$ cat src/rtl/dsp_pkg.sv
// Package for the date string parser: parse positions, character codes,
// field widths and the result record shared by all modules. No dependencies.
`default_nettype none

package dsp_pkg;

    localparam int unsigned FIELD_W = 7;
    localparam int unsigned YEAR_W  = 14;
    localparam int unsigned CH_W    = 8;

    localparam logic [CH_W-1:0] C_TERM_CH = 8'h00;
    localparam logic [CH_W-1:0] C_ZERO_CH = 8'h30;
    localparam logic [CH_W-1:0] C_NINE_CH = 8'h39;
    localparam logic [CH_W-1:0] C_DOT_CH  = 8'h2E;

    localparam logic [FIELD_W-1:0] C_PIVOT_YY   = 7'd70;
    localparam logic [FIELD_W-1:0] C_TEN        = 7'd10;
    localparam logic [YEAR_W-1:0]  C_HUNDRED    = 14'd100;
    localparam logic [YEAR_W-1:0]  C_CENT_20    = 14'd2000;
    localparam logic [YEAR_W-1:0]  C_CENT_19    = 14'd1900;
    localparam logic [YEAR_W-1:0]  C_YEAR_RESET = 14'd1970;

    typedef enum logic [3:0] {
        P_MON_T    = 4'd0,
        P_MON_U    = 4'd1,
        P_DAY_T    = 4'd2,
        P_DAY_U    = 4'd3,
        P_HR_T     = 4'd4,
        P_HR_U     = 4'd5,
        P_MIN_T    = 4'd6,
        P_MIN_U    = 4'd7,
        P_AFT_MIN  = 4'd8,
        P_YR1_U    = 4'd9,
        P_AFT_YY   = 4'd10,
        P_YR2_U    = 4'd11,
        P_AFT_CCYY = 4'd12,
        P_SEC_T    = 4'd13,
        P_SEC_U    = 4'd14,
        P_DONE     = 4'd15
    } t_pos;

    typedef struct packed {
        logic               valid_res;
        logic [FIELD_W-1:0] month;
        logic [FIELD_W-1:0] day;
        logic [FIELD_W-1:0] hour;
        logic [FIELD_W-1:0] minute;
        logic [FIELD_W-1:0] second;
        logic [YEAR_W-1:0]  year;
    } t_result;

endpackage

`default_nettype wire

$ cat src/rtl/dsp_parser.sv
// Character parser: parse position, digit pairs and sticky error, updated
// once per accepted beat. Emits the result record at the terminator. Uses dsp_pkg.
`default_nettype none

module dsp_parser
    import dsp_pkg::*;
(
    input  wire logic              i_clk,
    input  wire logic              i_rst_n,
    input  wire logic              i_beat,
    input  wire logic [CH_W-1:0]   i_ch,
    input  wire logic [YEAR_W-1:0] i_default_year,
    output logic                   o_push,
    output t_result                o_res
);

    t_pos               r_pos,    n_pos;
    logic               r_err,    n_err;
    logic [3:0]         r_tens,   n_tens;
    logic [FIELD_W-1:0] r_month,  n_month;
    logic [FIELD_W-1:0] r_day,    n_day;
    logic [FIELD_W-1:0] r_hour,   n_hour;
    logic [FIELD_W-1:0] r_minute, n_minute;
    logic [FIELD_W-1:0] r_second, n_second;
    logic [FIELD_W-1:0] r_fyp,    n_fyp;
    logic [YEAR_W-1:0]  r_year,   n_year;

    logic               dig, dot, term;
    logic [3:0]         d;
    logic [FIELD_W-1:0] pair;
    logic [YEAR_W-1:0]  year4, cent_year;

    assign term = (i_ch == C_TERM_CH);
    assign dig  = (i_ch >= C_ZERO_CH) && (i_ch <= C_NINE_CH);
    assign dot  = (i_ch == C_DOT_CH);
    assign d    = dig ? i_ch[3:0] : 4'd0;
    assign pair = FIELD_W'({3'd0, r_tens} * C_TEN + {3'd0, d});
    assign year4 = YEAR_W'({7'd0, r_fyp} * C_HUNDRED + {7'd0, pair});
    assign cent_year = (r_fyp < C_PIVOT_YY) ? (C_CENT_20 + {7'd0, r_fyp})
                                            : (C_CENT_19 + {7'd0, r_fyp});

    // next state
    always_comb begin
        n_pos = r_pos;
        n_err = r_err;
        if (!r_err) begin
            unique case (r_pos)
                P_MON_T, P_MON_U, P_DAY_T, P_DAY_U, P_HR_T, P_HR_U,
                P_MIN_T, P_MIN_U, P_YR1_U, P_YR2_U, P_SEC_T: begin
                    if (dig) n_pos = t_pos'(r_pos + 4'd1);
                    else     n_err = 1'b1;
                end
                P_SEC_U: begin
                    if (dig) n_pos = P_DONE;
                    else     n_err = 1'b1;
                end
                P_AFT_MIN, P_AFT_YY: begin
                    if (dot)      n_pos = P_SEC_T;
                    else if (dig) n_pos = t_pos'(r_pos + 4'd1);
                    else          n_err = 1'b1;
                end
                P_AFT_CCYY: begin
                    if (dot) n_pos = P_SEC_T;
                    else     n_err = 1'b1;
                end
                P_DONE: n_err = 1'b1;
            endcase
        end
    end

    // datapath
    always_comb begin
        n_tens   = r_tens;
        n_month  = r_month;
        n_day    = r_day;
        n_hour   = r_hour;
        n_minute = r_minute;
        n_second = r_second;
        n_fyp    = r_fyp;
        n_year   = r_year;
        if (!r_err) begin
            unique case (r_pos)
                P_MON_T, P_DAY_T, P_HR_T, P_MIN_T, P_SEC_T: n_tens = d;
                P_MON_U: n_month  = pair;
                P_DAY_U: n_day    = pair;
                P_HR_U:  n_hour   = pair;
                P_MIN_U: n_minute = pair;
                P_YR1_U: n_fyp    = pair;
                P_YR2_U: n_year   = year4;
                P_SEC_U: n_second = pair;
                P_AFT_MIN: begin
                    if (dot)      n_year = i_default_year;
                    else if (dig) n_tens = d;
                end
                P_AFT_YY: begin
                    if (dot)      n_year = cent_year;
                    else if (dig) n_tens = d;
                end
                P_AFT_CCYY, P_DONE: ;
            endcase
        end
    end

    always_ff @(posedge i_clk) begin
        if (!i_rst_n || (i_beat && term)) begin
            r_pos    <= P_MON_T;
            r_err    <= 1'b0;
            r_tens   <= '0;
            r_month  <= '0;
            r_day    <= '0;
            r_hour   <= '0;
            r_minute <= '0;
            r_second <= '0;
            r_fyp    <= '0;
            r_year   <= '0;
        end else if (i_beat) begin
            r_pos    <= n_pos;
            r_err    <= n_err;
            r_tens   <= n_tens;
            r_month  <= n_month;
            r_day    <= n_day;
            r_hour   <= n_hour;
            r_minute <= n_minute;
            r_second <= n_second;
            r_fyp    <= n_fyp;
            r_year   <= n_year;
        end
    end

    logic              ok;
    logic [YEAR_W-1:0] yr;

    always_comb begin
        ok = !r_err && ((r_pos == P_AFT_MIN) || (r_pos == P_AFT_YY) ||
                        (r_pos == P_AFT_CCYY) || (r_pos == P_DONE));
        priority if (r_pos == P_AFT_MIN) yr = i_default_year;
        else if (r_pos == P_AFT_YY)      yr = cent_year;
        else                             yr = r_year;
        o_res = '0;
        if (ok) begin
            o_res.valid_res = 1'b1;
            o_res.month     = r_month;
            o_res.day       = r_day;
            o_res.hour      = r_hour;
            o_res.minute    = r_minute;
            o_res.second    = r_second;
            o_res.year      = yr;
        end
    end

    assign o_push = i_beat && term;

endmodule

`default_nettype wire

$ cat src/rtl/dsp_out_buf.sv
// Result register with a skid stage, so the input side stall is registered.
// Uses dsp_pkg for the result record.
`default_nettype none

module dsp_out_buf
    import dsp_pkg::*;
(
    input  wire logic    i_clk,
    input  wire logic    i_rst_n,
    input  wire logic    i_push,
    input  wire t_result i_res,
    output logic         o_full,
    output logic         o_valid,
    input  wire logic    i_stall,
    output t_result      o_res
);

    logic    r_ov, r_sv;
    t_result r_out, r_skid;
    logic    take;

    assign take = r_ov && !i_stall;

    always_ff @(posedge i_clk) begin
        if (!i_rst_n) begin
            r_ov <= 1'b0;
            r_sv <= 1'b0;
        end else if (r_sv) begin
            if (take) begin
                r_sv <= 1'b0;
            end
        end else if (i_push) begin
            if (!r_ov || take) r_ov <= 1'b1;
            else               r_sv <= 1'b1;
        end else if (take) begin
            r_ov <= 1'b0;
        end
    end

    always_ff @(posedge i_clk) begin
        if (r_sv) begin
            if (take) r_out <= r_skid;
        end else if (i_push) begin
            if (!r_ov || take) r_out  <= i_res;
            else               r_skid <= i_res;
        end
    end

    assign o_full  = r_sv;
    assign o_valid = r_ov;
    assign o_res   = r_out;

endmodule

`default_nettype wire

$ cat src/rtl/date_string_parser_unit.sv
// Top level of the date string parser: config register, parser, result buffer.
// Depends on dsp_pkg, dsp_parser and dsp_out_buf.
//
// Parses mmddhhmm[ccyy|yy][.ss], one character per input beat; a zero
// character ends the string and yields one result beat carrying valid_res
// and all fields (all zero when valid_res is low), after which the parser
// re-arms. A new character is taken every cycle while the input is not
// stalled; the terminator's result is registered in a result register
// backed by a one-entry skid, so input stalls only when both hold an
// untaken result. default_year resets to 1970 and is sampled at the dot
// or the terminator; the config port is always ready.
`default_nettype none

module date_string_parser_unit
    import dsp_pkg::*;
(
    input  wire logic               i_clk,
    input  wire logic               i_rst_n,
    input  wire logic               i_cfg_valid,
    output logic                    o_cfg_ready,
    input  wire logic [YEAR_W-1:0]  i_cfg_data,
    input  wire logic               i_in_valid,
    output logic                    o_in_stall,
    input  wire logic [CH_W-1:0]    i_ch,
    output logic                    o_out_valid,
    input  wire logic               i_out_stall,
    output logic                    o_valid_res,
    output logic [FIELD_W-1:0]      o_month,
    output logic [FIELD_W-1:0]      o_day,
    output logic [FIELD_W-1:0]      o_hour,
    output logic [FIELD_W-1:0]      o_minute,
    output logic [FIELD_W-1:0]      o_second,
    output logic [YEAR_W-1:0]       o_year
);

    logic [YEAR_W-1:0] r_default_year;
    logic              beat, push, full;
    t_result           res, out_res;

    assign o_cfg_ready = 1'b1;

    always_ff @(posedge i_clk) begin
        if (!i_rst_n) begin
            r_default_year <= C_YEAR_RESET;
        end else if (i_cfg_valid) begin
            r_default_year <= i_cfg_data;
        end
    end

    assign o_in_stall = full;
    assign beat       = i_in_valid && !full;

    dsp_parser u_parser (
        .i_clk          (i_clk),
        .i_rst_n        (i_rst_n),
        .i_beat         (beat),
        .i_ch           (i_ch),
        .i_default_year (r_default_year),
        .o_push         (push),
        .o_res          (res)
    );

    dsp_out_buf u_out (
        .i_clk   (i_clk),
        .i_rst_n (i_rst_n),
        .i_push  (push),
        .i_res   (res),
        .o_full  (full),
        .o_valid (o_out_valid),
        .i_stall (i_out_stall),
        .o_res   (out_res)
    );

    assign o_valid_res = out_res.valid_res;
    assign o_month     = out_res.month;
    assign o_day       = out_res.day;
    assign o_hour      = out_res.hour;
    assign o_minute    = out_res.minute;
    assign o_second    = out_res.second;
    assign o_year      = out_res.year;

endmodule

`default_nettype wire

$ cat config.mk
export PLATFORM = sky130hd
export DESIGN_NAME = date_string_parser_unit
export DESIGN_NICKNAME = d
export VERILOG_FILES = /design/src/rtl/dsp_pkg.sv /design/src/rtl/dsp_parser.sv /design/src/rtl/dsp_out_buf.sv /design/src/rtl/date_string_parser_unit.sv
export SDC_FILE = /design/constraint.sdc
export NUM_CORES = 1
export LEC_CHECK = 0
export BUFFER_PORTS_ARGS = -buffer_cell sky130_fd_sc_hd__buf_2
export CORE_MARGIN = 2
export CORE_UTILIZATION = 40
export DETAILED_ROUTE_END_ITERATION = 7
export GPL_TIMING_DRIVEN = 0
export HOLD_SLACK_MARGIN = 0.15
export PLACE_DENSITY = 0.62
export SLEW_MARGIN = 25
export SYNTH_ARGS = -nofsm -noshare
export SYNTH_HDL_FRONTEND = slang
export SYNTH_SLANG_ARGS = --single-unit
$ cat constraint.sdc
create_clock -name i_clk -period 5.6 [get_ports i_clk]
set_input_delay 0.28 -clock i_clk [delete_from_list [all_inputs] [get_ports i_clk]]
set_output_delay 0.28 -clock i_clk [all_outputs]
set_load 0.01 [all_outputs]
==> flow_metrics.tcl, run 1 <==
set metrics [dict create \
    critPathCaptureType "flip-flop" \
    syn_area_mm2 0.00908 \
    cp_max_fo 7 \
    antenna_left 0 \
    ys.flop_type "edfxtp_1" \
    worstPathCellList "buf_2 > nor3b_1 > and3_1 > and2_1 > ha_1 > inv_1 > fa_1 > nor2b_1 > o21ai_0 > xor2_1 > inv_1 > ha_1 > a21o_1 > a21oi_1 > nand3b_1 > xnor2_1 > a221oi_1 > a211oi_1" \
    final_cell_mix "100 x edfxtp_1, 91 x nor2_1, 84 x buf_2" \
    cellLeakagePower_nw 4.19 \
    cts.sinks 181 \
    routabilityCongestion 0.894 \
    hp-class "primary input to flip-flop" \
    drtIter0Drc 345 \
    status "completed" \
    via_per_inst 5.14 \
    drive_above_1_share_pct 21.1 \
    synth.avg_cell_area_um2 11.0 \
    worstPathArrival_ns 4.64 \
    power_frac_seq_pct 48.7 \
    cts_buffer_depth 2 \
    synth_mux_area_share_pct 9.27 \
    pwr-share-clk_pct 48.7 \
    power_mw 2.88 \
    synth_area_leaders "edfxtp_1 33%, dfxtp_1 18%, ha_1 7.0%" \
    yosysTopAreaCell "edfxtp_1" \
    seq_area_frac_synth_pct 50.9 \
    p_int_mw 2.30 \
    hpwl_um 14300 \
    wl_per_cell_um 16.0 \
    synth_cell_type_count 74 \
    num_vias 6389 \
    swShare_pct 20.2 \
    numCtsBuffers 17 \
    clk_latency_ns 0.44 \
    fin_util_pct 48.3 \
    setup_tns_ns 0 \
    start_util_pct 40.5 \
    tightest_slew_ns 0.883 \
    synth_compound_area_share_pct 11.9 \
    path_class "primary input to flip-flop" \
    fmax_mhz 230 \
    slew_viol_final 0 \
    nets 1026 \
    io_buffers 76 \
    synthAdderAreaFrac_pct 8.13 \
    track_usage_pct 16.9 \
    root_buffer "clkbuf_16" \
    dpl_cell_area_mm2 0.00993 \
    wl_um 19900 \
    hold_buffers 20 \
    maxCapViolCount 0 \
    start_kind "primary input" \
    synth_enable_flop_cells 100 \
    antenna_found_initial 1 \
    post_cts_buffers 0 \
    setup_viol 0 \
    drcViolationCount 0 \
    clock_skew_ns 0.0134 \
    grt_pass1_wl_um 31900 \
    clkTransAtPathRegs_ns 0.07 \
    multi_input_comb_area_mm2 0.00415 \
    seq_area_mm2 0.00462 \
    drt_first_pass_iters 5 \
    synth_top_family_by_area "simple AND/OR/NAND/NOR gates" \
    core_area_mm2 0.0224 \
    synth_xor_area_share_pct 2.40 \
    cp_num_buf_inv 3 \
    synthArstFlopShare_pct 0 \
    die-area_mm2 0.0239 \
    switchingPower_mw 0.580 \
    cts_tree "yes" \
    pwr_density_cell_mw_per_mm2 266 \
    cts_max_level 4 \
    n_fill_cell 2022 \
    fin_hold_ws_ns 0.157 \
    fp.dieW_um 155 \
    num_rows 55 \
    dieHeight_um 155 \
    yosys_warnings 0 \
    grt_max_degree 28 \
    period_share_pct 77.7 \
    synth_fp_nets 908 \
    fin_area_mm2 0.0108 \
    cpLargestDelayFamily "simple AND/OR/NAND/NOR gates" \
    layout_commonest_cell "edfxtp_1" \
    relSlewSlack_pct 41.0 \
    syn_inst 825 \
    hold_viol_final 0 \
    critPathRequiredTime_ns 5.89 \
    gr-total-overflow 0 \
    cpPeakStageDelay_ns 0.71 \
    p_comb_share_pct 2.6 \
    post_cts_resize_count 0 \
    syn_to_final_growth_pct 19.3 \
    cp_slowest_cell "xor2_1" \
    rsz0062_at_grt "false" \
    fin_crit_ns 4.35 \
    ios 80 \
    synthDominantCellAreaShare_pct 33.1 \
    ys_ff_latch 181 \
    ir_drop_mv 0.197 \
    first_global_vias 6054 \
    synthSimpleGateAreaFrac_pct 13.5 \
]
==> metal layers <==
metal  GRT usage [%]  wire [um]  part of all wire (%)
met1            22.6       9440                    47
met5               0          0                     0
met4            5.11        363                   1.8
met3            3.25        797                   4.0
met2            27.8       9310                    47
==> sequential cells by signal, summed over array words and instances (netlist names) <==
register	flops
u_parser.r_tens	4
u_out.o_res	50
u_parser.r_year	14
u_parser.r_pos	4
r_default_year	14
u_parser.r_day	7
u_out.r_skid	50
u_parser.r_hour	7
u_parser.r_month	7
u_out.o_valid	1
u_parser.r_err	1
u_parser.r_fyp	7
u_out.o_full	1
u_parser.r_second	7
u_parser.r_minute	7
==> path summary, 6_finish.rpt <==
check	cells after the start	startpoint	to	slack (ns)
setup / recovery	18	i_ch[7]	u_parser.r_year[10]$_SDFFE_PP0P_	1.25
hold / removal	2	i_rst_n	u_out.o_valid$_SDFFE_PN0P_	0.16
hold reg to reg	2	u_parser.r_day[1]$_SDFFE_PP0P_	u_parser.r_day[1]$_SDFFE_PP0P_	0.45
setup reg to reg	12	u_parser.r_tens[3]$_SDFFE_PP0P_	u_parser.r_year[10]$_SDFFE_PP0P_	1.71
==> through the flow <==
step                worst slack [ns]  instances
finish                          1.25       1242
global route                   0.974       1242
CTS                             1.22       1241
detailed placement             0.794       1189
global placement               -1.24       1186
floorplan                      0.493        825
==> area by class of cell <==
class,count,share of cell area (%)
Antenna cell,1,0.0231
Buffer,41,2.17
Clock buffer,19,4.18
Clock inverter,13,2.22
Inverter,30,1.06
Multi-Input combinational cell,573,38.3
Sequential cell,181,42.7
Tap cell,285,3.29
Timing Repair Buffer,99,6.05
==> kinds of logic (layout without fill, tap and decap cells) <==
| family | count (synthesis) | count (layout) |
|---|---|---|
| and+or+nand+nor | 254 | 254 |
| DFF | 181 | 181 |
| AOI/OAI and AO/OA | 159 | 159 |
| muxes | 79 | 79 |
| buffers and inverters | 71 | 202 |
| adders and majority gates | 56 | 56 |
| xor gates and xnor gates | 24 | 24 |
| other | 1 | 2 |
==> power by group through the flow <==
stage	combinational, mW	clock [mW]	sequential [mW]
2_1_floorplan	0.0387	0	1.43
3_3_place_gp	0.0619	0	1.43
3_5_place_dp	0.0629	0	1.43
4_1_cts	0.0739	1.41	1.40
5_1_grt	0.0810	1.46	1.40
6_report	0.0744	1.40	1.40
==> synthesized netlist by cell type, types with 5 or more instances <==
cell type,count
a21o_1,8
buf_2,8
buf_6,7
inv_1,28
mux2i_1,38
nor2_1,92
mux2_2,41
a211oi_1,17
clkbuf_1,21
and2_1,40
nor3_1,10
o31ai_1,8
nand2_1,52
edfxtp_1,100
o21ai_1,8
a21oi_2,5
a21oi_1,53
o21ai_0,17
xor2_1,5
nand3_1,18
and3_1,5
dfxtp_1,81
fa_1,5
xnor2_1,18
nor2b_1,10
a221oi_1,6
ha_1,51
Note: power is estimated with default switching activity, not from simulation.
==> run 2, diff against run 1 <==
--- a/config.mk
+++ b/config.mk
@@ -11,7 +11,7 @@
 export DETAILED_ROUTE_END_ITERATION = 7
 export GPL_TIMING_DRIVEN = 0
 export HOLD_SLACK_MARGIN = 0.15
-export PLACE_DENSITY = 0.62
+export PLACE_DENSITY = 0.64
 export SLEW_MARGIN = 25
 export SYNTH_ARGS = -nofsm -noshare
 export SYNTH_HDL_FRONTEND = slang
==> constraint.sdc (replaced) <==
create_clock -name i_clk -period 3.85 [get_ports i_clk]
set_input_delay 0.1925 -clock i_clk [delete_from_list [all_inputs] [get_ports i_clk]]
set_output_delay 0.1925 -clock i_clk [all_outputs]
set_load 0.01 [all_outputs]
==> run 2 against run 1 <==
  * Clock skew shrank 0.0047 ns
  * Register-to-register slack worse by 1.5 ns
  * Die area unchanged
  * Critical endpoint unchanged
==> flow_metrics.tcl, run 2 (synthesis results as in run 1) <==
set metrics [dict create \
    status "completed" \
    hp-class "primary input to flip-flop" \
    wl_per_cell_um 16.2 \
    root_buffer "clkbuf_16" \
    cts_max_level 4 \
    slew_viol_final 0 \
    rsz0062_at_grt "false" \
    layout_commonest_cell "edfxtp_1" \
    pwr_density_cell_mw_per_mm2 371 \
    first_global_vias 6176 \
    antenna_left 0 \
    cp_slowest_cell "fa_2" \
    track_usage_pct 17.3 \
    dieHeight_um 155 \
    clock_skew_ns 0.00876 \
    numCtsBuffers 17 \
    io_buffers 76 \
    die-area_mm2 0.0239 \
    wl_um 20200 \
    cpPeakStageDelay_ns 0.60 \
    nets 1032 \
    fin_util_pct 48.5 \
    worstPathArrival_ns 4.01 \
    multi_input_comb_area_mm2 0.00420 \
    hpwl_um 14300 \
    hold_viol_final 0 \
    syn_to_final_growth_pct 19.7 \
    cpLargestDelayFamily "adder cells" \
    setup_viol 0 \
    start_kind "primary input" \
    relSlewSlack_pct 52.4 \
    cp_max_fo 6 \
    drt_first_pass_iters 5 \
    grt_max_degree 28 \
    clk_latency_ns 0.43 \
    core_area_mm2 0.0224 \
    antenna_found_initial 0 \
    cts_tree "yes" \
    start_util_pct 40.5 \
    worstPathCellList "buf_2 > nor3b_4 > and3_2 > and2_1 > ha_1 > inv_1 > fa_2 > inv_1 > ha_1 > fa_1 > a21o_1 > a21o_1 > a21oi_2 > nand3b_1 > xnor2_1 > a221oi_1 > a211oi_1" \
    cp_num_buf_inv 3 \
    diodes 0 \
    routabilityCongestion 0.926 \
    ios 80 \
    cts.sinks 181 \
    drtIter0Drc 349 \
    drive_above_1_share_pct 22.1 \
    critPathCaptureType "flip-flop" \
    tightest_slew_ns 0.712 \
    drcViolationCount 0 \
    seq_area_mm2 0.00462 \
    fin_crit_ns 3.67 \
    path_class "primary input to flip-flop" \
    preCtsSetupSlack_ns -1.04 \
    cellLeakagePower_nw 4.21 \
    num_rows 55 \
    n_fill_cell 2052 \
    setup_ws_ns 0.177 \
    critPathRequiredTime_ns 4.19 \
    setup_tns_ns 0 \
    via_per_inst 5.13 \
    period_share_pct 95.4 \
    maxCapViolCount 0 \
    fp.dieW_um 155 \
    gr-total-overflow 0 \
    grt_pass1_wl_um 32500 \
    fmax_mhz 272 \
    num_vias 6400 \
    final_cell_mix "100 x edfxtp_1, 91 x nor2_1, 84 x buf_2" \
    clkTransAtPathRegs_ns 0.07 \
    ir_drop_mv 0.306 \
    cts_buffer_depth 2 \
]
-- run 2: cell types whose count changed in the layout (fill, tap and decap cells not counted), sizes merged --
cell | before | now
buf | 98 | 102
bufinv | 6 | 3
clkinv | 4 | 1
clkinvlp | 0 | 1
diode | 1 | 0
dlygate4sd3 | 20 | 22
inv | 33 | 38
-- run 2: routing by layer --
metal / up-vias / track usage (%) / share of wire [%]
li1: 3199 / - / -
met2: 118 / 28.4 / 47
met4: 0 / 5.38 / 1.6
met3: 20 / 2.80 / 3.3
met1: 3063 / 23.4 / 48
met5: - / 0 / 0
-- run 2: layout make-up --
type / instances / area share (%)
repair buffers: 105 / 6.49
plain buffers: 41 / 2.16
clock inverters: 13 / 1.67
multi-input cells: 573 / 38.6
flip-flops and latches: 181 / 42.5
clock buffers: 19 / 4.17
well taps: 285 / 3.28
inverters: 30 / 1.06
-- run 2: tightest hold or removal path: stages --
cell	delay, ns
buf_2	0.10
and2_1	0.14
mux2i_1	0.07
nor2_1	0.07
-- run 2: per-stage QoR --
| step | cell area (um2) | hold slack (ns) | std cells | power, mW |
|---|---|---|---|---|
| 2_1_floorplan | 9080 | 0.321 | 825 | 2.13 |
| 3_3_place_gp | 9820 | 0.409 | 1186 | 2.17 |
| 3_5_place_dp | 9920 | 0.416 | 1189 | 2.17 |
| 4_1_cts | 10800 | 0.168 | 1243 | 4.05 |
| 5_1_grt | 10900 | 0.219 | 1247 | 4.15 |
| 6_report | 10900 | 0.180 | 1247 | 4.03 |
-- run 2: repair_timing --
action                                  4_1_cts  5_1_grt
endpoints found under the hold margin        17        0
pin swaps                                     0        2
setup buffers                                 0        4
resized for setup                             6        5
endpoints found under the setup margin        9        6
hold buffers                                 22        0
-- run 2: path summary, 6_finish.rpt --
| path | from | cells past startpoint | endpoint | slack (ns) |
|---|---|---|---|---|
| min | i_ch[1] | 4 | u_parser.r_tens[1]$_SDFFE_PP0P_ | 0.18 |
| max | i_ch[5] | 17 | u_parser.r_year[10]$_SDFFE_PP0P_ | 0.18 |
| max reg2reg | u_parser.r_tens[3]$_SDFFE_PP0P_ | 12 | u_parser.r_year[7]$_SDFFE_PP0P_ | 0.21 |
| min reg2reg | u_parser.r_month[3]$_SDFFE_PP0P_ | 2 | u_parser.r_month[3]$_SDFFE_PP0P_ | 0.45 |
-- run 2: power breakdown --
part           internal, mW  switching (mW)  total (mW)
sequential             2.03          0.0118        2.04
combinational        0.0521          0.0615       0.114
clock                  1.08           0.799        1.88
